[src/design/acc_pkg.sv]
// ----------------------------------------------------------------------------
// acc_pkg
// Shared types and constants of the alarm clock controller.
// ----------------------------------------------------------------------------
`default_nettype none

package acc_pkg;

   localparam int unsigned HOUR_W   = 5;
   localparam int unsigned MINUTE_W = 6;
   localparam int unsigned TICK_W   = 32;
   localparam int unsigned IVL_W    = 16;
   localparam int unsigned KEY_W    = 3;
   localparam int unsigned CSR_IDX_W  = 1;
   localparam int unsigned CSR_DATA_W = IVL_W;

   localparam logic [HOUR_W-1:0]   LAST_HOUR        = 5'd23;
   localparam logic [MINUTE_W-1:0] LAST_MINUTE      = 6'd59;
   localparam logic [HOUR_W-1:0]   RESET_ALARM_HOUR = 5'd7;
   localparam logic [IVL_W-1:0]    RESET_TONE_IVL   = 16'd180;
   localparam logic [IVL_W-1:0]    RESET_BL_IVL     = 16'd400;

   // configuration register indexes
   localparam logic [CSR_IDX_W-1:0] CSR_TONE_IVL = 1'b0;
   localparam logic [CSR_IDX_W-1:0] CSR_BL_IVL   = 1'b1;

   typedef enum logic [KEY_W-1:0] {
      KEY_PRESS   = 3'd0,
      KEY_RELEASE = 3'd1,
      KEY_SHORT   = 3'd2,
      KEY_LONG    = 3'd3,
      KEY_REPEAT  = 3'd4
   } key_kind_type;

   typedef enum logic [KEY_W-1:0] {
      KC_UP    = 3'd0,
      KC_DOWN  = 3'd1,
      KC_RIGHT = 3'd2,
      KC_LEFT  = 3'd3,
      KC_OK    = 3'd4,
      KC_BACK  = 3'd5
   } key_code_type;

   typedef enum logic [1:0] {
      RING_IDLE   = 2'b01,
      RING_ACTIVE = 2'b10
   } ring_type;

   typedef struct packed {
      logic [HOUR_W-1:0]   now_hour;
      logic [MINUTE_W-1:0] now_minute;
      logic [TICK_W-1:0]   tick_ms;
      logic                key_valid;
      logic [KEY_W-1:0]    key_type;
      logic [KEY_W-1:0]    key_code;
      logic                speaker_granted;
   } req_type;

   typedef struct packed {
      logic                ringing;
      logic                vibro_on;
      logic                tone_start;
      logic                pitch_hi;
      logic                backlight_pulse;
      logic                speaker_stop;
      logic [HOUR_W-1:0]   alarm_hour_out;
      logic [MINUTE_W-1:0] alarm_minute_out;
      logic                armed_out;
      logic                cursor_out;
      logic                exit_request;
   } rsp_type;

   typedef struct packed {
      ring_type            ring;
      logic [HOUR_W-1:0]   set_hour;
      logic [MINUTE_W-1:0] set_minute;
      logic                armed;
      logic                cursor;
      logic                fired;
      logic                spk_held;
      logic                pitch_high;
      logic [TICK_W-1:0]   last_tone;
      logic [TICK_W-1:0]   last_bl;
   } state_type;

   typedef struct packed {
      logic [IVL_W-1:0] tone_ivl;
      logic [IVL_W-1:0] bl_ivl;
   } cfg_type;

endpackage

`default_nettype wire

[src/design/acc_if.sv]
// ----------------------------------------------------------------------------
// acc_if
// Valid/ready channels of the alarm clock controller: poll pass in, result out.
// ----------------------------------------------------------------------------
`default_nettype none

interface acc_req_if
   import acc_pkg::*;
   ();
   logic                valid;
   logic                ready;
   logic [HOUR_W-1:0]   now_hour;
   logic [MINUTE_W-1:0] now_minute;
   logic [TICK_W-1:0]   tick_ms;
   logic                key_valid;
   logic [KEY_W-1:0]    key_type;
   logic [KEY_W-1:0]    key_code;
   logic                speaker_granted;

   modport source (
      output valid, now_hour, now_minute, tick_ms, key_valid, key_type, key_code,
             speaker_granted,
      input  ready
   );
   modport sink (
      input  valid, now_hour, now_minute, tick_ms, key_valid, key_type, key_code,
             speaker_granted,
      output ready
   );
endinterface

interface acc_rsp_if
   import acc_pkg::*;
   ();
   logic                valid;
   logic                ready;
   logic                ringing;
   logic                vibro_on;
   logic                tone_start;
   logic                pitch_hi;
   logic                backlight_pulse;
   logic                speaker_stop;
   logic [HOUR_W-1:0]   alarm_hour_out;
   logic [MINUTE_W-1:0] alarm_minute_out;
   logic                armed_out;
   logic                cursor_out;
   logic                exit_request;

   modport source (
      output valid, ringing, vibro_on, tone_start, pitch_hi, backlight_pulse,
             speaker_stop, alarm_hour_out, alarm_minute_out, armed_out, cursor_out,
             exit_request,
      input  ready
   );
   modport sink (
      input  valid, ringing, vibro_on, tone_start, pitch_hi, backlight_pulse,
             speaker_stop, alarm_hour_out, alarm_minute_out, armed_out, cursor_out,
             exit_request,
      output ready
   );
endinterface

`default_nettype wire

[src/design/alarm_clock_controller.sv]
// ----------------------------------------------------------------------------
// alarm_clock_controller
// Alarm clock poll controller: one result transaction per poll transaction.
// ----------------------------------------------------------------------------
// Each poll transaction on req_ch is registered, evaluated combinationally
// against the alarm state (trigger, tick compares, key decode) and produced
// as one result transaction on rsp_ch through the result register; a new
// pass is accepted every cycle while rsp_ch takes each result. The result
// register and the input register each hold one transaction, so while one
// result waits the block accepts one more transaction and then holds
// req_ch.ready low until the result is taken. The user writes tone and
// backlight intervals through csr_we/csr_index/csr_wdata while no pass is
// in flight; the block itself does not enforce this.
`default_nettype none

module alarm_clock_controller
   import acc_pkg::*;
(
   input  var logic                  clock,
   input  var logic                  reset,
   acc_req_if.sink                   req_ch,
   acc_rsp_if.source                 rsp_ch,
   input  var logic                  csr_we,
   input  var logic [CSR_IDX_W-1:0]  csr_index,
   input  var logic [CSR_DATA_W-1:0] csr_wdata
);

   logic      s1_valid_ff, s1_valid_in;
   req_type   s1_req_ff;
   logic      rsp_valid_ff, rsp_valid_in;
   rsp_type   rsp_ff;
   state_type state_ff;
   cfg_type   cfg_ff;
   state_type state_nxt;
   rsp_type   rsp_nxt;
   req_type   req_in;
   logic      out_free;
   logic      advance;
   logic      req_take;

   assign req_in.now_hour        = req_ch.now_hour;
   assign req_in.now_minute      = req_ch.now_minute;
   assign req_in.tick_ms         = req_ch.tick_ms;
   assign req_in.key_valid       = req_ch.key_valid;
   assign req_in.key_type        = req_ch.key_type;
   assign req_in.key_code        = req_ch.key_code;
   assign req_in.speaker_granted = req_ch.speaker_granted;

   assign out_free     = !rsp_valid_ff || rsp_ch.ready;
   assign advance      = s1_valid_ff && out_free;
   assign req_ch.ready = !s1_valid_ff || out_free;
   assign req_take     = req_ch.valid && req_ch.ready;
   assign s1_valid_in  = req_take || (s1_valid_ff && !advance);
   assign rsp_valid_in = advance || (rsp_valid_ff && !rsp_ch.ready);

   acc_step u_step (
      .req (s1_req_ff),
      .cur (state_ff),
      .cfg (cfg_ff),
      .nxt (state_nxt),
      .rsp (rsp_nxt)
   );

   always_ff @(posedge clock) begin
      if (reset) begin
         s1_valid_ff         <= 1'b0;
         rsp_valid_ff        <= 1'b0;
         state_ff.ring       <= RING_IDLE;
         state_ff.set_hour   <= RESET_ALARM_HOUR;
         state_ff.set_minute <= '0;
         state_ff.armed      <= 1'b0;
         state_ff.cursor     <= 1'b0;
         state_ff.fired      <= 1'b0;
         state_ff.spk_held   <= 1'b0;
         state_ff.pitch_high <= 1'b1;
         state_ff.last_tone  <= '0;
         state_ff.last_bl    <= '0;
         cfg_ff.tone_ivl     <= RESET_TONE_IVL;
         cfg_ff.bl_ivl       <= RESET_BL_IVL;
      end else begin
         s1_valid_ff  <= s1_valid_in;
         rsp_valid_ff <= rsp_valid_in;
         if (advance) begin
            state_ff <= state_nxt;
         end
         if (csr_we) begin
            if (csr_index == CSR_TONE_IVL) begin
               cfg_ff.tone_ivl <= csr_wdata;
            end
            if (csr_index == CSR_BL_IVL) begin
               cfg_ff.bl_ivl <= csr_wdata;
            end
         end
      end
   end

   always_ff @(posedge clock) begin
      if (req_take) begin
         s1_req_ff <= req_in;
      end
      if (advance) begin
         rsp_ff <= rsp_nxt;
      end
   end

   assign rsp_ch.valid            = rsp_valid_ff;
   assign rsp_ch.ringing          = rsp_ff.ringing;
   assign rsp_ch.vibro_on         = rsp_ff.vibro_on;
   assign rsp_ch.tone_start       = rsp_ff.tone_start;
   assign rsp_ch.pitch_hi         = rsp_ff.pitch_hi;
   assign rsp_ch.backlight_pulse  = rsp_ff.backlight_pulse;
   assign rsp_ch.speaker_stop     = rsp_ff.speaker_stop;
   assign rsp_ch.alarm_hour_out   = rsp_ff.alarm_hour_out;
   assign rsp_ch.alarm_minute_out = rsp_ff.alarm_minute_out;
   assign rsp_ch.armed_out        = rsp_ff.armed_out;
   assign rsp_ch.cursor_out       = rsp_ff.cursor_out;
   assign rsp_ch.exit_request     = rsp_ff.exit_request;

   // speaker is only held while ringing
   a_spk_held_ringing: assert property (@(posedge clock) disable iff (reset)
      state_ff.spk_held |-> (state_ff.ring == RING_ACTIVE))
      else $error("speaker held while idle");

   a_alarm_range: assert property (@(posedge clock) disable iff (reset)
      (state_ff.set_hour <= LAST_HOUR) && (state_ff.set_minute <= LAST_MINUTE))
      else $error("alarm time out of range");

   a_stop_disarms: assert property (@(posedge clock) disable iff (reset)
      (rsp_valid_ff && rsp_ff.speaker_stop) |-> (!rsp_ff.ringing && !rsp_ff.armed_out))
      else $error("speaker stop without disarm");

   // state only moves when a transaction passes into the result register
   a_state_hold: assert property (@(posedge clock) disable iff (reset)
      !advance |=> $stable(state_ff))
      else $error("state changed without a transaction");

   a_result_matches_state: assert property (@(posedge clock) disable iff (reset)
      advance |=> (rsp_ff.ringing == (state_ff.ring == RING_ACTIVE))
                  && (rsp_ff.alarm_hour_out == state_ff.set_hour)
                  && (rsp_ff.armed_out == state_ff.armed))
      else $error("result does not reflect updated state");

endmodule

`default_nettype wire

[src/design/acc_step.sv]
// ----------------------------------------------------------------------------
// acc_step
// Next-state and result logic for one poll pass: trigger, ringing, keys.
// ----------------------------------------------------------------------------
`default_nettype none

module acc_step
   import acc_pkg::*;
(
   input  var req_type   req,
   input  var state_type cur,
   input  var cfg_type   cfg,
   output var state_type nxt,
   output var rsp_type   rsp
);

   logic              at_alarm;
   logic              ringing;
   logic [TICK_W-1:0] tone_diff;
   logic [TICK_W-1:0] bl_diff;
   logic              tone_due;
   logic              bl_due;

   assign at_alarm = (req.now_hour == cur.set_hour) && (req.now_minute == cur.set_minute);

   always_comb begin
      nxt = cur;
      rsp = '0;

      // trigger
      if ((cur.ring == RING_IDLE) && cur.armed && at_alarm) begin
         if (!cur.fired) begin
            nxt.fired = 1'b1;
            nxt.ring  = RING_ACTIVE;
            if (req.speaker_granted) begin
               nxt.spk_held = 1'b1;
            end
         end
      end else if (req.now_minute != cur.set_minute) begin
         nxt.fired = 1'b0;
      end

      ringing   = (nxt.ring == RING_ACTIVE);
      tone_diff = req.tick_ms - cur.last_tone;
      bl_diff   = req.tick_ms - cur.last_bl;
      tone_due  = tone_diff > {{(TICK_W-IVL_W){1'b0}}, cfg.tone_ivl};
      bl_due    = bl_diff > {{(TICK_W-IVL_W){1'b0}}, cfg.bl_ivl};

      // ringing actions
      if (ringing) begin
         if (nxt.spk_held && tone_due) begin
            nxt.pitch_high = ~cur.pitch_high;
            nxt.last_tone  = req.tick_ms;
            rsp.tone_start = 1'b1;
         end
         if (bl_due) begin
            nxt.last_bl         = req.tick_ms;
            rsp.backlight_pulse = 1'b1;
         end
      end

      // keys
      if (req.key_valid) begin
         if (ringing) begin
            if ((req.key_type == KEY_PRESS) || (req.key_type == KEY_SHORT)) begin
               if (nxt.spk_held) begin
                  rsp.speaker_stop = 1'b1;
                  nxt.spk_held     = 1'b0;
               end
               nxt.ring  = RING_IDLE;
               nxt.armed = 1'b0;
            end
         end else if ((req.key_type == KEY_SHORT) || (req.key_type == KEY_REPEAT)) begin
            unique case (req.key_code)
               KC_UP: begin
                  if (!cur.cursor) begin
                     nxt.set_hour = (cur.set_hour == LAST_HOUR) ? '0
                                  : cur.set_hour + HOUR_W'(1);
                  end else begin
                     nxt.set_minute = (cur.set_minute == LAST_MINUTE) ? '0
                                    : cur.set_minute + MINUTE_W'(1);
                  end
                  nxt.fired = 1'b0;
               end
               KC_DOWN: begin
                  if (!cur.cursor) begin
                     nxt.set_hour = (cur.set_hour == '0) ? LAST_HOUR
                                  : cur.set_hour - HOUR_W'(1);
                  end else begin
                     nxt.set_minute = (cur.set_minute == '0) ? LAST_MINUTE
                                    : cur.set_minute - MINUTE_W'(1);
                  end
                  nxt.fired = 1'b0;
               end
               KC_RIGHT, KC_LEFT: begin
                  nxt.cursor = ~cur.cursor;
               end
               KC_OK: begin
                  nxt.armed = ~cur.armed;
                  // arming inside the alarm minute counts as already fired
                  if (!cur.armed) begin
                     nxt.fired = at_alarm;
                  end
               end
               KC_BACK: begin
                  rsp.exit_request = 1'b1;
               end
               default: begin
               end
            endcase
         end
      end

      rsp.ringing          = (nxt.ring == RING_ACTIVE);
      rsp.vibro_on         = (nxt.ring == RING_ACTIVE);
      rsp.pitch_hi         = nxt.pitch_high;
      rsp.alarm_hour_out   = nxt.set_hour;
      rsp.alarm_minute_out = nxt.set_minute;
      rsp.armed_out        = nxt.armed;
      rsp.cursor_out       = nxt.cursor;
   end

endmodule

`default_nettype wire
[src/flat_wrapper.sv]
// flat-port wrapper written by rule: the top's interface ports become plain ports
module alarm_clock_controller_flat import acc_pkg::*;
  (clock, reset, csr_we, csr_index, csr_wdata, req_ch_valid, req_ch_now_hour, req_ch_now_minute, req_ch_tick_ms, req_ch_key_valid, req_ch_key_type, req_ch_key_code, req_ch_speaker_granted, req_ch_ready, rsp_ch_valid, rsp_ch_ringing, rsp_ch_vibro_on, rsp_ch_tone_start, rsp_ch_pitch_hi, rsp_ch_backlight_pulse, rsp_ch_speaker_stop, rsp_ch_alarm_hour_out, rsp_ch_alarm_minute_out, rsp_ch_armed_out, rsp_ch_cursor_out, rsp_ch_exit_request, rsp_ch_ready);
  acc_req_if req_ch_i ();
  acc_rsp_if rsp_ch_i ();
  input  var logic clock;
  input  var logic reset;
  input  var logic csr_we;
  input  var logic [CSR_IDX_W-1:0] csr_index;
  input  var logic [CSR_DATA_W-1:0] csr_wdata;
  input wire logic [$bits(req_ch_i.valid)-1:0] req_ch_valid;
  input wire logic [$bits(req_ch_i.now_hour)-1:0] req_ch_now_hour;
  input wire logic [$bits(req_ch_i.now_minute)-1:0] req_ch_now_minute;
  input wire logic [$bits(req_ch_i.tick_ms)-1:0] req_ch_tick_ms;
  input wire logic [$bits(req_ch_i.key_valid)-1:0] req_ch_key_valid;
  input wire logic [$bits(req_ch_i.key_type)-1:0] req_ch_key_type;
  input wire logic [$bits(req_ch_i.key_code)-1:0] req_ch_key_code;
  input wire logic [$bits(req_ch_i.speaker_granted)-1:0] req_ch_speaker_granted;
  output wire logic [$bits(req_ch_i.ready)-1:0] req_ch_ready;
  output wire logic [$bits(rsp_ch_i.valid)-1:0] rsp_ch_valid;
  output wire logic [$bits(rsp_ch_i.ringing)-1:0] rsp_ch_ringing;
  output wire logic [$bits(rsp_ch_i.vibro_on)-1:0] rsp_ch_vibro_on;
  output wire logic [$bits(rsp_ch_i.tone_start)-1:0] rsp_ch_tone_start;
  output wire logic [$bits(rsp_ch_i.pitch_hi)-1:0] rsp_ch_pitch_hi;
  output wire logic [$bits(rsp_ch_i.backlight_pulse)-1:0] rsp_ch_backlight_pulse;
  output wire logic [$bits(rsp_ch_i.speaker_stop)-1:0] rsp_ch_speaker_stop;
  output wire logic [$bits(rsp_ch_i.alarm_hour_out)-1:0] rsp_ch_alarm_hour_out;
  output wire logic [$bits(rsp_ch_i.alarm_minute_out)-1:0] rsp_ch_alarm_minute_out;
  output wire logic [$bits(rsp_ch_i.armed_out)-1:0] rsp_ch_armed_out;
  output wire logic [$bits(rsp_ch_i.cursor_out)-1:0] rsp_ch_cursor_out;
  output wire logic [$bits(rsp_ch_i.exit_request)-1:0] rsp_ch_exit_request;
  input wire logic [$bits(rsp_ch_i.ready)-1:0] rsp_ch_ready;
  assign req_ch_i.valid = req_ch_valid;
  assign req_ch_i.now_hour = req_ch_now_hour;
  assign req_ch_i.now_minute = req_ch_now_minute;
  assign req_ch_i.tick_ms = req_ch_tick_ms;
  assign req_ch_i.key_valid = req_ch_key_valid;
  assign req_ch_i.key_type = req_ch_key_type;
  assign req_ch_i.key_code = req_ch_key_code;
  assign req_ch_i.speaker_granted = req_ch_speaker_granted;
  assign req_ch_ready = req_ch_i.ready;
  assign rsp_ch_valid = rsp_ch_i.valid;
  assign rsp_ch_ringing = rsp_ch_i.ringing;
  assign rsp_ch_vibro_on = rsp_ch_i.vibro_on;
  assign rsp_ch_tone_start = rsp_ch_i.tone_start;
  assign rsp_ch_pitch_hi = rsp_ch_i.pitch_hi;
  assign rsp_ch_backlight_pulse = rsp_ch_i.backlight_pulse;
  assign rsp_ch_speaker_stop = rsp_ch_i.speaker_stop;
  assign rsp_ch_alarm_hour_out = rsp_ch_i.alarm_hour_out;
  assign rsp_ch_alarm_minute_out = rsp_ch_i.alarm_minute_out;
  assign rsp_ch_armed_out = rsp_ch_i.armed_out;
  assign rsp_ch_cursor_out = rsp_ch_i.cursor_out;
  assign rsp_ch_exit_request = rsp_ch_i.exit_request;
  assign rsp_ch_i.ready = rsp_ch_ready;
  alarm_clock_controller u_core (.clock(clock), .reset(reset), .req_ch(req_ch_i), .rsp_ch(rsp_ch_i), .csr_we(csr_we), .csr_index(csr_index), .csr_wdata(csr_wdata));
endmodule
[config.mk]
export PLATFORM = sky130hd
export DESIGN_NAME = alarm_clock_controller_flat
export DESIGN_NICKNAME = d
export VERILOG_FILES = /design/src/design/acc_pkg.sv /design/src/design/acc_if.sv /design/src/design/alarm_clock_controller.sv /design/src/design/acc_step.sv /design/src/flat_wrapper.sv
export SDC_FILE = /design/constraint.sdc
export NUM_CORES = 1
export LEC_CHECK = 0
export ABC_CLOCK_PERIOD_IN_PS = 5580
export BUFFER_PORTS_ARGS = -buffer_cell sky130_fd_sc_hd__buf_2
export CAP_MARGIN = 20
export CORE_UTILIZATION = 45
export DETAILED_ROUTE_END_ITERATION = 8
export GPL_ROUTABILITY_DRIVEN = 0
export GPL_TIMING_DRIVEN = 0
export HOLD_SLACK_MARGIN = 0.02
export SYNTH_ARGS = -nofsm -noshare
export SYNTH_HDL_FRONTEND = slang
export SYNTH_SLANG_ARGS = --single-unit
[constraint.sdc]
create_clock -name clock -period 5.58 [get_ports clock]
set_clock_uncertainty 0.05 [all_clocks]
set_input_delay 0.837 -clock clock [delete_from_list [all_inputs] [get_ports clock]]
set_output_delay 0.837 -clock clock [all_outputs]
set_load 0.05 [all_outputs]
==> results of run 1 <==
## layout by cell type, fill, tap and decap left out, types with 6 or more instances in the layout
master and instances:
sky130_fd_sc_hd__a211oi_1 11, sky130_fd_sc_hd__edfxtp_1 70, sky130_fd_sc_hd__a311o_1 31, sky130_fd_sc_hd__nor2_1 83, sky130_fd_sc_hd__xnor2_1 47, sky130_fd_sc_hd__buf_6 7, sky130_fd_sc_hd__o21bai_1 11, sky130_fd_sc_hd__o211ai_1 10
sky130_fd_sc_hd__clkbuf_1 51, sky130_fd_sc_hd__nand3b_1 6, sky130_fd_sc_hd__or3_1 11, sky130_fd_sc_hd__ha_1 98, sky130_fd_sc_hd__o2111ai_1 8, sky130_fd_sc_hd__clkbuf_16 17, sky130_fd_sc_hd__a211o_1 10, sky130_fd_sc_hd__nand2b_1 73
sky130_fd_sc_hd__o21ai_0 54, sky130_fd_sc_hd__a21oi_1 130, sky130_fd_sc_hd__and3_1 8, sky130_fd_sc_hd__nand4_1 25, sky130_fd_sc_hd__nor3b_1 6, sky130_fd_sc_hd__o21ai_2 31, sky130_fd_sc_hd__a31oi_1 9, sky130_fd_sc_hd__nand3_1 30
sky130_fd_sc_hd__and2_1 9, sky130_fd_sc_hd__or2_2 8, sky130_fd_sc_hd__nand2_1 141, sky130_fd_sc_hd__nor3_1 23, sky130_fd_sc_hd__xor2_1 14, sky130_fd_sc_hd__mux2i_1 33, sky130_fd_sc_hd__dfxtp_1 116, sky130_fd_sc_hd__buf_2 95
sky130_fd_sc_hd__inv_1 122, sky130_fd_sc_hd__o21a_1 12, sky130_fd_sc_hd__a21o_1 24, sky130_fd_sc_hd__nor2b_1 13
## logic make-up after synthesis
kind of cell | Yosys count
XOR/XNOR | 61
AND/OR/NAND/NOR | 462
buffers and inverters | 188
multiplexers | 37
adder cells (fa/ha/maj) | 100
flip-flops | 186
AO/OA/AOI/OAI | 393
## timing repair
action                                  4_1_cts  5_1_grt
endpoints found under the setup margin       32       62
pin swaps                                     0        0
resized for setup                             3       10
## how the worst max path moves through the flow
stage,from,to,slack (ns),cells after the start
finish,u_core.s1_req_ff[12],u_core.state_ff[30],0.30,21
global route,u_core.s1_req_ff[10],u_core.state_ff[4],0.03,21
CTS,u_core.s1_req_ff[12],u_core.state_ff[30],0.05,21
detailed placement,u_core.s1_req_ff[15],u_core.state_ff[31],-0.25,21
global placement,u_core.s1_req_ff[10],u_core.state_ff[31],-0.25,21
floorplan,u_core.s1_req_ff[12],u_core.state_ff[1],1.05,21
## layer usage
layer,GRT usage [%],vias to the layer above,wire length [um]
li1,-,5340,-
met1,35.1,5102,16300
met2,39.9,367,15500
met3,3.06,42,2000
met4,7.18,0,731
met5,0,-,0
## power by group through the flow
stage / sequential, W / clock (W) / combinational [W]
after floorplan: 0.00152 / 0 / 0.000379
after global placement: 0.00152 / 0 / 0.000544
after detailed placement: 0.00151 / 0 / 0.000552
after CTS: 0.00148 / 0.00130 / 0.000557
after global routing: 0.00149 / 0.00135 / 0.000624
final: 0.00148 / 0.00127 / 0.000564
## flip-flops by register name (all words and copies together) (netlist names)
| register | count |
|---|---|
| u_core.cfg_ff | 32 |
| u_core.rsp_ch.alarm_hour_out | 5 |
| u_core.rsp_ch.exit_request | 1 |
| u_core.rsp_ch.cursor_out | 1 |
| u_core.rsp_ch.backlight_pulse | 1 |
| u_core.rsp_ch.ringing | 1 |
| u_core.rsp_ch.valid | 1 |
| u_core.rsp_ch.pitch_hi | 1 |
| u_core.s1_valid_ff | 1 |
| u_core.rsp_ch.speaker_stop | 1 |
| u_core.state_ff | 82 |
| u_core.rsp_ch.tone_start | 1 |
| u_core.rsp_ch.alarm_minute_out | 6 |
| u_core.s1_req_ff | 51 |
| u_core.rsp_ch.armed_out | 1 |
## per-stage QoR
stage	setup slack [ns]	util, %	cell area, sq um
after floorplan	1.05	-	12400
after detailed placement	-0.251	49.3	13300
after CTS	0.0506	51.6	13900
final	0.295	51.7	13900
after global placement	-0.254	49.2	13300
after global routing	0.0315	51.7	13900
## tightest hold or removal path: stages (launching register included)
cell                      delay (ns)
sky130_fd_sc_hd__dfxtp_1        0.32
sky130_fd_sc_hd__nand2_1        0.05
sky130_fd_sc_hd__a21oi_1        0.05
## final cells by class
type	instances	area share, %
clock inverter	15	1.35
inverter	123	3.31
multi-input combinational	1053	51.8
tap	341	3.06
timing repair buffer	94	3.48
sequential	186	31.7
buffer	65	2.26
clock buffer	17	3.05
==> implementation parameters, run 1 <==
Parameter                              Value

Place
  HPWL after detailed placement    26.5 mm
  Dpl cells    1862
  Total of buffers placed on input and output ports    93

Logic synthesis
  Average cell area after synthesis    8.67 sq um
  Sequential element share of the synthesized area    35.8%
  Top_reg_cell synth    sky130_fd_sc_hd__dfxtp_1
  Synthesized cell area    0.0124 sq mm
  Share of the synthesized area in the top cell type    18.8%
  Compound-cell area share of the yosys netlist    21.5%
  Synth cell types    80
  Most used standard cells in the synthesized netlist    sky130_fd_sc_hd__nand2_1, sky130_fd_sc_hd__a21oi_1, sky130_fd_sc_hd__inv_1
  Fraction of synthesized area in multiplexers    3.03%
  Number of flops mapped to enable cells by yosys    70
  Number of warnings reported in the yosys synthesis log    0
  Synthesized netlist cell count    1427
  Main combinational cell family by area after synthesis    compound AO/OA/AOI/OAI gates
  Net count after synthesis    1600
  Dominant cell type by area after synthesis    sky130_fd_sc_hd__dfxtp_1
  Synth area leaders    sky130_fd_sc_hd__dfxtp_1, sky130_fd_sc_hd__edfxtp_1, sky130_fd_sc_hd__ha_1, sky130_fd_sc_hd__a21oi_1, sky130_fd_sc_hd__nand2_1
  Leading cell type by number of instances after synthesis    sky130_fd_sc_hd__nand2_1
  Async set-or-reset flop fraction in the synthesized netlist    0%
  Area share of fa/ha/maj cells after synthesis    10.2%
  Xor and xnor area share after synthesis    4.32%
  Flop and latch count out of synthesis    186
  Fraction of the mapped netlist area in simple logic gates    19.0%

Die
  Initial standard-cell utilization of the core    45.9%
  Area of the core region    0.0270 sq mm
  Die boundary height    168 um
  Placement row count    60
  I/O pins    95
  X dimension of the die    168 um
  Die area    0.0282 sq mm

Setup path
  Buffering stage count on the worst path with inverters included    1
  Worst-case reg-to-reg path depth    21
  Required time of the critical path    5.91 ns
  Arrival @ worst endpoint    5.62 ns
  Setup slack of the worst register-to-register path    0.30 ns
  CP top delay family    compound AO/OA/AOI/OAI gates
  Cell chain of the critical path    ha_1 -> a21o_1 -> nor2b_4 -> o31a_1 -> or2_2 -> a31oi_2 -> o21ai_1 -> a21o_1 -> a21oi_1 -> xnor2_1 -> ha_1 -> nand4_1 -> nor3_2 -> nand2_1 -> o21ai_2 -> and4_1 -> o2111ai_1 -> nand4b_2 -> buf_6 -> a311o_1 -> o21ai_2
  Max stage delay cell, worst path    sky130_fd_sc_hd__edfxtp_1
  Maximum fanout count along the critical path    10
  Kind of end point of the critical path    register
  Largest stage delay on the critical path    0.47 ns
  Category of the critical setup timing path    register to register
  Startpoint class of the critical path    register
  R2r endpoint    u_core.state_ff[30]
  Reg2reg start    u_core.s1_req_ff[12]

STA
  Final critical-path required period    5.28 ns
  Setup repair after global routing missed its margin    no
  Pins Over Slew Limit    0
  Accumulated negative setup slack    0 ns
  Final hold violation count    0
  Timing-limited maximum frequency    0.189 GHz
  Share of the clock period used by the worst path    94.7%
  Number of setup violations in the final report    0
  Hold slack final    0.409 ns
  Worst slew margin    25.7%
  Worst Tran Pin Value    1.11 ns

Clock network
  Hold buffer count at CTS    0
  Clock sink total    186
  Root Buffer Master    sky130_fd_sc_hd__clkbuf_16
  Latest clock arrival within the worst-skew pair    0.45 ns
  Count of H-tree levels built during CTS    4
  CTS buffer count    17
  CTS clock-pin slew for the worst setup and hold paths    0.08 ns
  Max Root-Sink Buffers    2
  Setup repair bufs after CTS    0
  CTS tree    done

Drt
  Number of remaining DRC errors    0
  Routed WL    34.6 mm
  Post-DR wirelength/cell    18.3 um
  Detailed-routing iteration count for the pre-antenna-repair pass    5
  Via-per-instance ratio    5.73
  Via Count    10900
  Starting DRC count in detailed routing    896
  Number of antenna-violating nets in the routed design    0

Worst hold path
  Class of the tightest hold or removal check    register to register
  Startpoint of the worst hold path    u_core.cfg_ff[6]
  Depth of the worst hold-timing path    2
  Endpoint of the worst hold path    u_core.cfg_ff[6]

Pwr
  Fraction of power spent switching nets    31.3%
  Part of the power in the clock network    38.3%
  Leakage power of the design    5.45 nW
  Design Power    0.00332 W
  Sequential Power Share    44.7%
  Portion of total power attributed to combinational logic    17.0%
  Maximum vdd ir drop    187 uV
  Power density over the cells    238 mW/mm^2
  Power dissipated by switching net loads    0.00104 W
  Internal power component    0.00228 W

GRT
  Number of antenna violations at the first check in global routing    0
  Residual overflow from global routing    0
  Number of global-route vias before repair    10100
  Largest net degree at the start of global routing    35
  GR Util All Layers    24.9%
  First-pass GRT wire length    54.6 mm

Layout
  Final non-filler cell total    1894
  NumNets Final    1713
  Flip-flop and latch area    0.00442 sq mm
  Number of diodes added for antenna fixing    0
  Layout fillers    2527
  Combined area of the multi-input logic cells    0.00722 sq mm
  Fraction of layout cells with a size suffix above 1    12.9%
  Relative area change from synthesis to final layout    12.7%

Run status
  Outcome    completed

Run
  Count of max-cap constraint violations    0
No activity file was read; power rests on OpenSTA's default activity.
==> run 2: changes to the inputs <==
--- a/config.mk
+++ b/config.mk
@@ -10,9 +10,10 @@
 export CAP_MARGIN = 20
 export CORE_UTILIZATION = 45
 export DETAILED_ROUTE_END_ITERATION = 8
-export GPL_ROUTABILITY_DRIVEN = 0
 export GPL_TIMING_DRIVEN = 0
 export HOLD_SLACK_MARGIN = 0.02
+export PLACE_DENSITY_LB_ADDON = 0.12
 export SYNTH_ARGS = -nofsm -noshare
 export SYNTH_HDL_FRONTEND = slang
 export SYNTH_SLANG_ARGS = --single-unit
+export TNS_END_PERCENT = 10
==> run 2 against run 1 <==
Against the previous run:
- sequential power about the same
- register-to-register slack lost 0.02 ns
- combinational power about the same
- final area up 0.43%
- critical endpoint is now u_core.state_ff[31]
==> implementation parameters, run 2 (synthesized netlist as in run 1, its figures left out) <==
Parameter                              Value

Pwr
  Sequential Power Share    43.8% (-0.9 points)
  Maximum vdd ir drop    185 uV (-0.75%)
  Fraction of power spent switching nets    30.1% (-1.1 points)
  Power density over the cells    242 mW/mm^2 (+1.6%)
  Portion of total power attributed to combinational logic    16.7% (-0.3 points)
  Leakage power of the design    5.49 nW (+0.67%)
  Power dissipated by switching net loads    0.00102 W (-1.7%)
  Part of the power in the clock network    39.4% (+1.1 points)
  Internal power component    0.00237 W (+3.7%)

Setup path
  Setup slack of the worst register-to-register path    0.27 ns (-0.02 ns)
  Arrival @ worst endpoint    5.63 ns (about the same)
  Startpoint class of the critical path    register
  Number of cells on the critical path    22 (+4.8%)
  Destination of the critical timing path    u_core.state_ff[31]
  Buffering stage count on the worst path with inverters included    1 (unchanged)
  Cell chain of the critical path    ha_1 -> a21o_1 -> nor2b_4 -> o31a_1 -> or2_2 -> a31oi_2 -> o21ai_0 -> a21o_1 -> a21oi_1 -> xnor2_2 -> ha_1 -> nand4_1 -> nor3_2 -> nand2_1 -> o211ai_1 -> o21ai_4 -> and4_1 -> o2111ai_1 -> nand4b_4 -> nand3_4 -> buf_8 -> o21ai_0
  Reg2reg start    u_core.s1_req_ff[12]
  Maximum fanout count along the critical path    10 (unchanged)
  Kind of end point of the critical path    register
  R2r endpoint    u_core.state_ff[31]
  Category of the critical setup timing path    register to register
  Worst-case reg-to-reg path depth    22 (+4.8%)
  Launch point of the worst path    u_core.s1_req_ff[12]
  Max stage delay cell, worst path    sky130_fd_sc_hd__edfxtp_1
  Largest stage delay on the critical path    0.45 ns (-0.02 ns)
  Required time of the critical path    5.90 ns (about the same)
  CP top delay family    compound AO/OA/AOI/OAI gates

Clock network
  Latest clock arrival within the worst-skew pair    0.45 ns (about the same)
  CTS tree    done
  CTS clock-pin slew for the worst setup and hold paths    0.08 ns (about the same)
  Clock sink total    186 (unchanged)
  Root Buffer Master    sky130_fd_sc_hd__clkbuf_16
  Count of H-tree levels built during CTS    4 (unchanged)
  Hold buffer count at CTS    0 (unchanged)
  Max Root-Sink Buffers    2 (unchanged)
  CTS buffer count    17 (unchanged)
  Setup repair bufs after CTS    0 (unchanged)

Drt
  Post-DR wirelength/cell    18.3 um (+0.25%)
  Via Count    10800 (-0.78%)
  Starting DRC count in detailed routing    791 (-12%)
  Number of remaining DRC errors    0 (unchanged)
  Via-per-instance ratio    5.68 (-0.78%)
  Routed WL    34.7 mm (+0.25%)
  Number of antenna-violating nets in the routed design    0 (unchanged)
  Detailed-routing iteration count for the pre-antenna-repair pass    5 (unchanged)

STA
  Worst Tran Pin Value    1.01 ns (-0.0933 ns)
  Worst slew margin    32.0% (+6.3 points)
  Final hold violation count    0 (unchanged)
  Final critical-path required period    5.31 ns (+0.0210 ns)
  Number of setup violations in the final report    0 (unchanged)
  Pins Over Slew Limit    0 (unchanged)
  Hold slack final    0.407 ns (-0.00234 ns)
  Setup repair after global routing missed its margin    yes
  Share of the clock period used by the worst path    95.1% (+0.38 points)
  Timing-limited maximum frequency    0.188 GHz (-0.40%)

Layout
  Number of diodes added for antenna fixing    0 (unchanged)
  Layout fillers    2565 (+1.5%)
  Final non-filler cell total    1894 (unchanged)
  Most frequent cells in the layout    sky130_fd_sc_hd__nand2_1, sky130_fd_sc_hd__a21oi_1, sky130_fd_sc_hd__inv_1
  Most frequent standard cell in the layout excluding fill and tap cells    sky130_fd_sc_hd__nand2_1
  Most flop-heavy register    u_core.state_ff
  Fraction of layout cells with a size suffix above 1    12.9% (unchanged)
  Relative area change from synthesis to final layout    13.2%
  Final instance area    0.0140 sq mm (+0.43%)
  NumNets Final    1713 (unchanged)
  Flip-flop count of the largest register, all copies and words added    82 (unchanged)
  Top Registers    u_core.state_ff: 82 flops, u_core.s1_req_ff: 51 flops, u_core.cfg_ff: 32 flops
  End-of-flow core utilization    52.0% (+0.22 points)

GRT
  Residual overflow from global routing    0 (unchanged)
  Largest net degree at the start of global routing    35 (unchanged)
  First-pass GRT wire length    55.5 mm (+1.7%)
  Number of global-route vias before repair    10200 (+0.64%)
  GR Util All Layers    25.3% (+0.38 points)
  Number of antenna violations at the first check in global routing    1 (+1)

Place
  Dpl cells    1862 (unchanged)
  Last weighted congestion value of the routability-driven placer    0.926
  Total of buffers placed on input and output ports    93 (unchanged)
  HPWL after detailed placement    27.0 mm (+1.9%)
  Total placed instance area    0.0133 sq mm (unchanged)

Run
  Count of max-cap constraint violations    0 (unchanged)

Die
  X dimension of the die    168 um (unchanged)
  Initial standard-cell utilization of the core    45.9% (unchanged)
  I/O pins    95 (unchanged)
  Die area    0.0282 sq mm (unchanged)
  Placement row count    60 (unchanged)
  Die boundary height    168 um (unchanged)
  Area of the core region    0.0270 sq mm (unchanged)

Run status
  Outcome    completed

Worst hold path
  Class of the tightest hold or removal check    register to register
-- run 2: how the worst min path moves through the flow --
stage | start | to | slack, ns | depth (start not counted)
finish | u_core.cfg_ff[19] | u_core.cfg_ff[19] | 0.41 | 2
global route | u_core.cfg_ff[26] | u_core.cfg_ff[26] | 0.43 | 2
CTS | u_core.cfg_ff[26] | u_core.cfg_ff[26] | 0.41 | 2
detailed placement | u_core.cfg_ff[19] | u_core.cfg_ff[19] | 0.40 | 2
global placement | u_core.cfg_ff[10] | u_core.cfg_ff[10] | 0.39 | 2
floorplan | u_core.cfg_ff[10] | u_core.cfg_ff[10] | 0.39 | 2
-- run 2: cell type report --
type | count | area, sq um | area share, %
multi-input cells | 1053 | 7240 | 51.7
repair buffers | 94 | 485 | 3.47
well taps | 341 | 427 | 3.05
clock inverters | 15 | 219 | 1.56
inverters | 123 | 462 | 3.30
flip-flops and latches | 186 | 4420 | 31.6
clock buffers | 17 | 425 | 3.04
plain buffers | 65 | 318 | 2.27
-- run 2: routing by layer --
| metal | vias to the layer above | wire (um) | track usage, % |
|---|---|---|---|
| li1 | 5350 | - | - |
| met1 | 5057 | 16600 | 35.4 |
| met2 | 313 | 15500 | 40.2 |
| met3 | 46 | 1870 | 3.36 |
| met4 | 0 | 743 | 8.06 |
| met5 | - | 0 | 0 |
-- run 2: through the flow --
stage | power [W] | worst slack [ns] | TNS, ns
6_report | 0.00339 | 0.274 | 0
3_5_place_dp | 0.00207 | -0.383 | -10.75
5_1_grt | 0.00354 | -0.0239 | -0.105
3_3_place_gp | 0.00206 | -0.384 | -10.81
4_1_cts | 0.00341 | 0.0417 | 0
2_1_floorplan | 0.00190 | 1.05 | 0
-- run 2: power groups by stage --
stage / sequential, W / combinational (W) / clock, W
4_1_cts: 0.00148 / 0.000558 / 0.00137
5_1_grt: 0.00149 / 0.000632 / 0.00142
3_3_place_gp: 0.00152 / 0.000546 / 0
6_report: 0.00148 / 0.000567 / 0.00134
2_1_floorplan: 0.00152 / 0.000379 / 0
3_5_place_dp: 0.00151 / 0.000553 / 0
-- run 2: worst reg2reg max path, stage by stage, from the launching register on --
cell                        delay (ns)
sky130_fd_sc_hd__edfxtp_1         0.45
sky130_fd_sc_hd__ha_1             0.37
sky130_fd_sc_hd__a21o_1           0.26
sky130_fd_sc_hd__nor2b_4          0.14
sky130_fd_sc_hd__o31a_1           0.27
sky130_fd_sc_hd__or2_2            0.33
sky130_fd_sc_hd__a31oi_2          0.23
sky130_fd_sc_hd__o21ai_0          0.16
sky130_fd_sc_hd__a21o_1           0.20
sky130_fd_sc_hd__a21oi_1          0.22
sky130_fd_sc_hd__xnor2_2          0.14
sky130_fd_sc_hd__ha_1             0.31
sky130_fd_sc_hd__nand4_1          0.14
sky130_fd_sc_hd__nor3_2           0.22
sky130_fd_sc_hd__nand2_1          0.14
sky130_fd_sc_hd__o211ai_1         0.30
sky130_fd_sc_hd__o21ai_4          0.13
sky130_fd_sc_hd__and4_1           0.21
sky130_fd_sc_hd__o2111ai_1        0.10
sky130_fd_sc_hd__nand4b_4         0.25
sky130_fd_sc_hd__nand3_4          0.19
sky130_fd_sc_hd__buf_8            0.27
sky130_fd_sc_hd__o21ai_0          0.15
-- run 2: what timing repair did --
action | in CTS | in global routing
gates resized for setup | 3 | 12
pin swaps | 0 | 1
setup endpoints to repair | 32 | 62
==> run 3: changes to the inputs <==
--- a/config.mk
+++ b/config.mk
@@ -15,5 +15,6 @@
 export PLACE_DENSITY_LB_ADDON = 0.12
 export SYNTH_ARGS = -nofsm -noshare
 export SYNTH_HDL_FRONTEND = slang
+export SYNTH_HIERARCHICAL = 1
 export SYNTH_SLANG_ARGS = --single-unit
 export TNS_END_PERCENT = 10
==> run 3 against run 2 <==
Against the previous run:
- synthesized cell count is 7.1% higher
- register-to-register slack worse by 0.13 ns
- clock-buffer cell count is 1 higher
- sequential power hardly changed
- routed wire length is 1.6% higher
- combinational power is 6.2% higher
- final area is 11% higher
- first-iteration DRC count is 4.2% lower
- critical path depth is 1 higher
- utilization hardly changed
- critical path type unchanged
- largest power group unchanged
==> implementation parameters, run 3 <==
Parameter                              Value

Run status
  Outcome    completed

Clock network
  CTS buffer count    17 (unchanged)
  Max Root-Sink Buffers    2 (unchanged)
  Clock sink total    187 (+0.54%)
  Count of H-tree levels built during CTS    4 (unchanged)
  Latest clock arrival within the worst-skew pair    0.45 ns (about the same)
  CTS tree    done
  CTS clock-pin slew for the worst setup and hold paths    0.08 ns (about the same)
  Root Buffer Master    sky130_fd_sc_hd__clkbuf_16
  Hold buffer count at CTS    0 (unchanged)

Drt
  Via-per-instance ratio    5.46 (-3.9%)
  Number of remaining DRC errors    0 (unchanged)
  Number of antenna-violating nets in the routed design    0 (unchanged)
  Uppermost signal routing layer after detailed routing    met4
  Routed WL    35.2 mm (+1.6%)
  Met1 WL    16.6 mm (+0.24%)
  Starting DRC count in detailed routing    758 (-4.2%)
  Detailed-routing iteration count for the pre-antenna-repair pass    5 (unchanged)
  Post-DR wirelength/cell    17.2 um (-6.2%)
  Routed wire length on met3    1.72 mm (-8.3%)
  Via Count    11200 (+4.1%)
  Wire length on met2    16.2 mm (+4.9%)

STA
  Final hold violation count    0 (unchanged)
  Worst slew margin    54.3% (+22 points)
  Pins Over Slew Limit    0 (unchanged)
  Number of setup violations in the final report    0 (unchanged)
  Worst Tran Pin Value    0.682 ns (-0.331 ns)
  Hold slack final    0.408 ns (+0.00181 ns)
  Setup repair after global routing missed its margin    no
  Share of the clock period used by the worst path    97.4% (+2.3 points)
  Timing-limited maximum frequency    0.184 GHz (-2.4%)
  Final critical-path required period    5.44 ns (+0.130 ns)
  Accumulated negative setup slack    0 ns (unchanged)

Layout
  Flip-flop count of the largest register, all copies and words added    82 (unchanged)
  Final instance area    0.0156 sq mm (+11%)
  Fraction of layout cells with a size suffix above 1    17.1% (+4.1 points)
  Relative area change from synthesis to final layout    12.4%
  Layout fillers    2834 (+10%)
  Top Registers    u_core/state_ff: 82 flops, u_core/s1_req_ff: 51 flops, u_core/cfg_ff: 32 flops
  Most frequent cells in the layout    sky130_fd_sc_hd__nand2b_1, sky130_fd_sc_hd__nand2_1, sky130_fd_sc_hd__dfxtp_1
  NumNets Final    1822 (+6.4%)
  Number of diodes added for antenna fixing    0 (unchanged)
  Most frequent standard cell in the layout excluding fill and tap cells    sky130_fd_sc_hd__nand2b_1
  Most flop-heavy register    u_core/state_ff

Setup path
  R2r endpoint    u_core/state_ff[31]
  Maximum fanout count along the critical path    10 (unchanged)
  Arrival @ worst endpoint    5.73 ns (+0.10 ns)
  Startpoint class of the critical path    register
  Required time of the critical path    5.87 ns (-0.03 ns)
  Largest stage delay on the critical path    0.43 ns (-0.02 ns)
  Reg2reg start    u_core/s1_req_ff[8]
  Worst-case reg-to-reg path depth    23 (+4.5%)
  Max stage delay cell, worst path    sky130_fd_sc_hd__edfxtp_1
  Setup slack of the worst register-to-register path    0.14 ns (-0.13 ns)
  Category of the critical setup timing path    register to register
  Cell chain of the critical path    inv_1 -> ha_1 -> inv_1 -> fa_2 -> a211oi_4 -> o211ai_1 -> nand2_1 -> nand2_1 -> a21oi_1 -> xnor2_1 -> ha_1 -> a21o_1 -> a21oi_1 -> a32oi_2 -> nor4_2 -> nand4_1 -> nor4_4 -> a21oi_4 -> buf_12 -> buf_6 -> mux2_1 -> nand2b_1 -> mux2i_1
  Kind of end point of the critical path    register

Worst hold path
  Endpoint of the worst hold path    u_core/cfg_ff[5]
  Class of the tightest hold or removal check    register to register
  Depth of the worst hold-timing path    2 (unchanged)
  Startpoint of the worst hold path    u_core/cfg_ff[5]

Logic synthesis
  Number of warnings reported in the yosys synthesis log    6 (+6)
  Average cell area after synthesis    9.06 sq um (+4.5%)
  Dominant cell type by area after synthesis    sky130_fd_sc_hd__dfxtp_1
  Synth area leaders    sky130_fd_sc_hd__dfxtp_1, sky130_fd_sc_hd__edfxtp_1, sky130_fd_sc_hd__ha_1, sky130_fd_sc_hd__nand2b_1, sky130_fd_sc_hd__mux2i_1
  Async set-or-reset flop fraction in the synthesized netlist    0% (unchanged)
  Sequential element share of the synthesized area    32.2% (-3.6 points)
  Synthesized cell area    0.0138 sq mm (+12%)
  Leading cell type by number of instances after synthesis    sky130_fd_sc_hd__nand2b_1
  Top_reg_cell synth    sky130_fd_sc_hd__dfxtp_1
  Share of the synthesized area in the top cell type    16.8% (-2.0 points)
  Synth cell types    87 (+8.8%)
  Synthesized netlist cell count    1528 (+7.1%)
  Flop and latch count out of synthesis    187 (+0.54%)
  Number of flops mapped to enable cells by yosys    71 (+1.4%)
  Net count after synthesis    1701 (+6.3%)
  Most used standard cells in the synthesized netlist    sky130_fd_sc_hd__nand2b_1, sky130_fd_sc_hd__nand2_1, sky130_fd_sc_hd__a21oi_1, sky130_fd_sc_hd__dfxtp_1, sky130_fd_sc_hd__inv_1

Die
  Die area    0.0315 sq mm (+12%)
  I/O pins    95 (unchanged)
  Initial standard-cell utilization of the core    46.2% (+0.31 points)
  Die boundary height    177 um (+5.7%)
  Placement row count    63 (+5.0%)
  Area of the core region    0.0300 sq mm (+11%)
  X dimension of the die    177 um (+5.7%)

GRT
  Number of antenna violations at the first check in global routing    0 (-1)
  GR Util All Layers    23.0% (-2.3 points)
  First-pass GRT wire length    56.4 mm (+1.7%)
  Residual overflow from global routing    0 (unchanged)
  Number of global-route vias before repair    10800 (+6.0%)
  Largest net degree at the start of global routing    30 (-14%)

Place
  Total placed instance area    0.0149 sq mm (+12%)
  Total of buffers placed on input and output ports    93 (unchanged)
  HPWL after detailed placement    27.4 mm (+1.4%)
  Last weighted congestion value of the routability-driven placer    0.901 (-2.7%)

Pwr
  Maximum vdd ir drop    214 uV (+15%)
  Power density over the cells    212 mW/mm^2 (-12%)
  Leakage power of the design    6.06 nW (+10%)

Run
  Count of max-cap constraint violations    0 (unchanged)
==> run 3: cell count changes after synthesis, moves of 9 or more <==
cell,delta
sky130_fd_sc_hd__a21oi_1,-14
sky130_fd_sc_hd__a311o_1,-31
sky130_fd_sc_hd__buf_4,+21
sky130_fd_sc_hd__clkbuf_1,-17
sky130_fd_sc_hd__inv_1,-11
sky130_fd_sc_hd__mux2_2,+25
sky130_fd_sc_hd__mux2_4,+27
sky130_fd_sc_hd__mux2i_1,+58
sky130_fd_sc_hd__nand2b_1,+89
sky130_fd_sc_hd__nor2_1,-9
sky130_fd_sc_hd__o21ai_2,-30
sky130_fd_sc_hd__xnor2_1,-15
sky130_fd_sc_hd__xor2_1,+16
==> run 3: per-layer routing <==
metal  global-route usage (%)  vias up
li1                         -     5606
met2                     37.5      266
met3                     4.58       38
met1                     30.4     5297
met4                     6.91        0
met5                        0        -
==> run 3: how the worst max path moves through the flow <==
stage	startpoint	to	slack (ns)
2_1_floorplan	u_core/s1_req_ff[8]	u_core/state_ff[49]	0.80
3_3_place_gp	u_core/s1_req_ff[8]	u_core/state_ff[28]	-0.42
3_5_place_dp	u_core/s1_req_ff[8]	u_core/state_ff[27]	-0.42
4_1_cts	u_core/s1_req_ff[8]	u_core/state_ff[25]	0.02
5_1_grt	u_core/s1_req_ff[11]	u_core/state_ff[31]	0.006
6_report	u_core/s1_req_ff[8]	u_core/state_ff[31]	0.14
==> run 3: logic make-up after synthesis <==
| family | synth area share [%] |
|---|---|
| and+or+nand+nor | 19.6 |
| AOI/OAI and AO/OA | 15.3 |
| xor gates and xnor gates | 3.92 |
| adders and majority gates | 9.15 |
| DFF | 32.2 |
| buffers and inverters | 7.45 |
| muxes | 12.4 |
==> run 3: per-stage QoR <==
stage | utilization [%] | cells | power [W] | setup slack [ns]
3_3_place_gp | 49.4 | 2011 | 0.00210 | -0.415
4_1_cts | 51.6 | 2048 | 0.00333 | 0.0152
5_1_grt | 52.0 | 2052 | 0.00345 | 0.00599
2_1_floorplan | - | 1528 | 0.00193 | 0.798
6_report | 52.0 | 2052 | 0.00330 | 0.144
3_5_place_dp | 49.6 | 2013 | 0.00211 | -0.425
==> run 3: critical path, delay by kind of cell, from the launching register on <==
kind / cells / cell delay, ns
buf+inv: 4 / 0.52
compound gates: 7 / 1.55
xor+xnor: 1 / 0.24
simple gates: 6 / 1.25
flops: 1 / 0.43
fa+ha+maj: 3 / 0.89
mux: 2 / 0.38
==> run 3: report_power, final <==
part | switching, W | internal, W
Sequential | 0.0000363 | 0.00146
Clock | 0.000602 | 0.000601
Combinational | 0.000357 | 0.000245
Total | 0.000995 | 0.00230
==> run 3: area by class of cell <==
class	instances	area, sq um	area share (%)
Buffer	85	614	3.95
Clock buffer	18	439	2.82
Clock inverter	14	124	0.796
Inverter	111	417	2.68
Multi-Input combinational cell	1145	8450	54.3
Sequential cell	187	4450	28.6
Tap cell	390	488	3.14
Timing Repair Buffer	102	578	3.71
==> run 3: what timing repair did <==
item | 4_1_cts | 5_1_grt
gates resized for setup | 4 | 10
setup endpoints to repair | 62 | 67
buffers inserted | 3 | 4
pin swaps | 1 | 6
hold endpoints to repair | 0 | 0
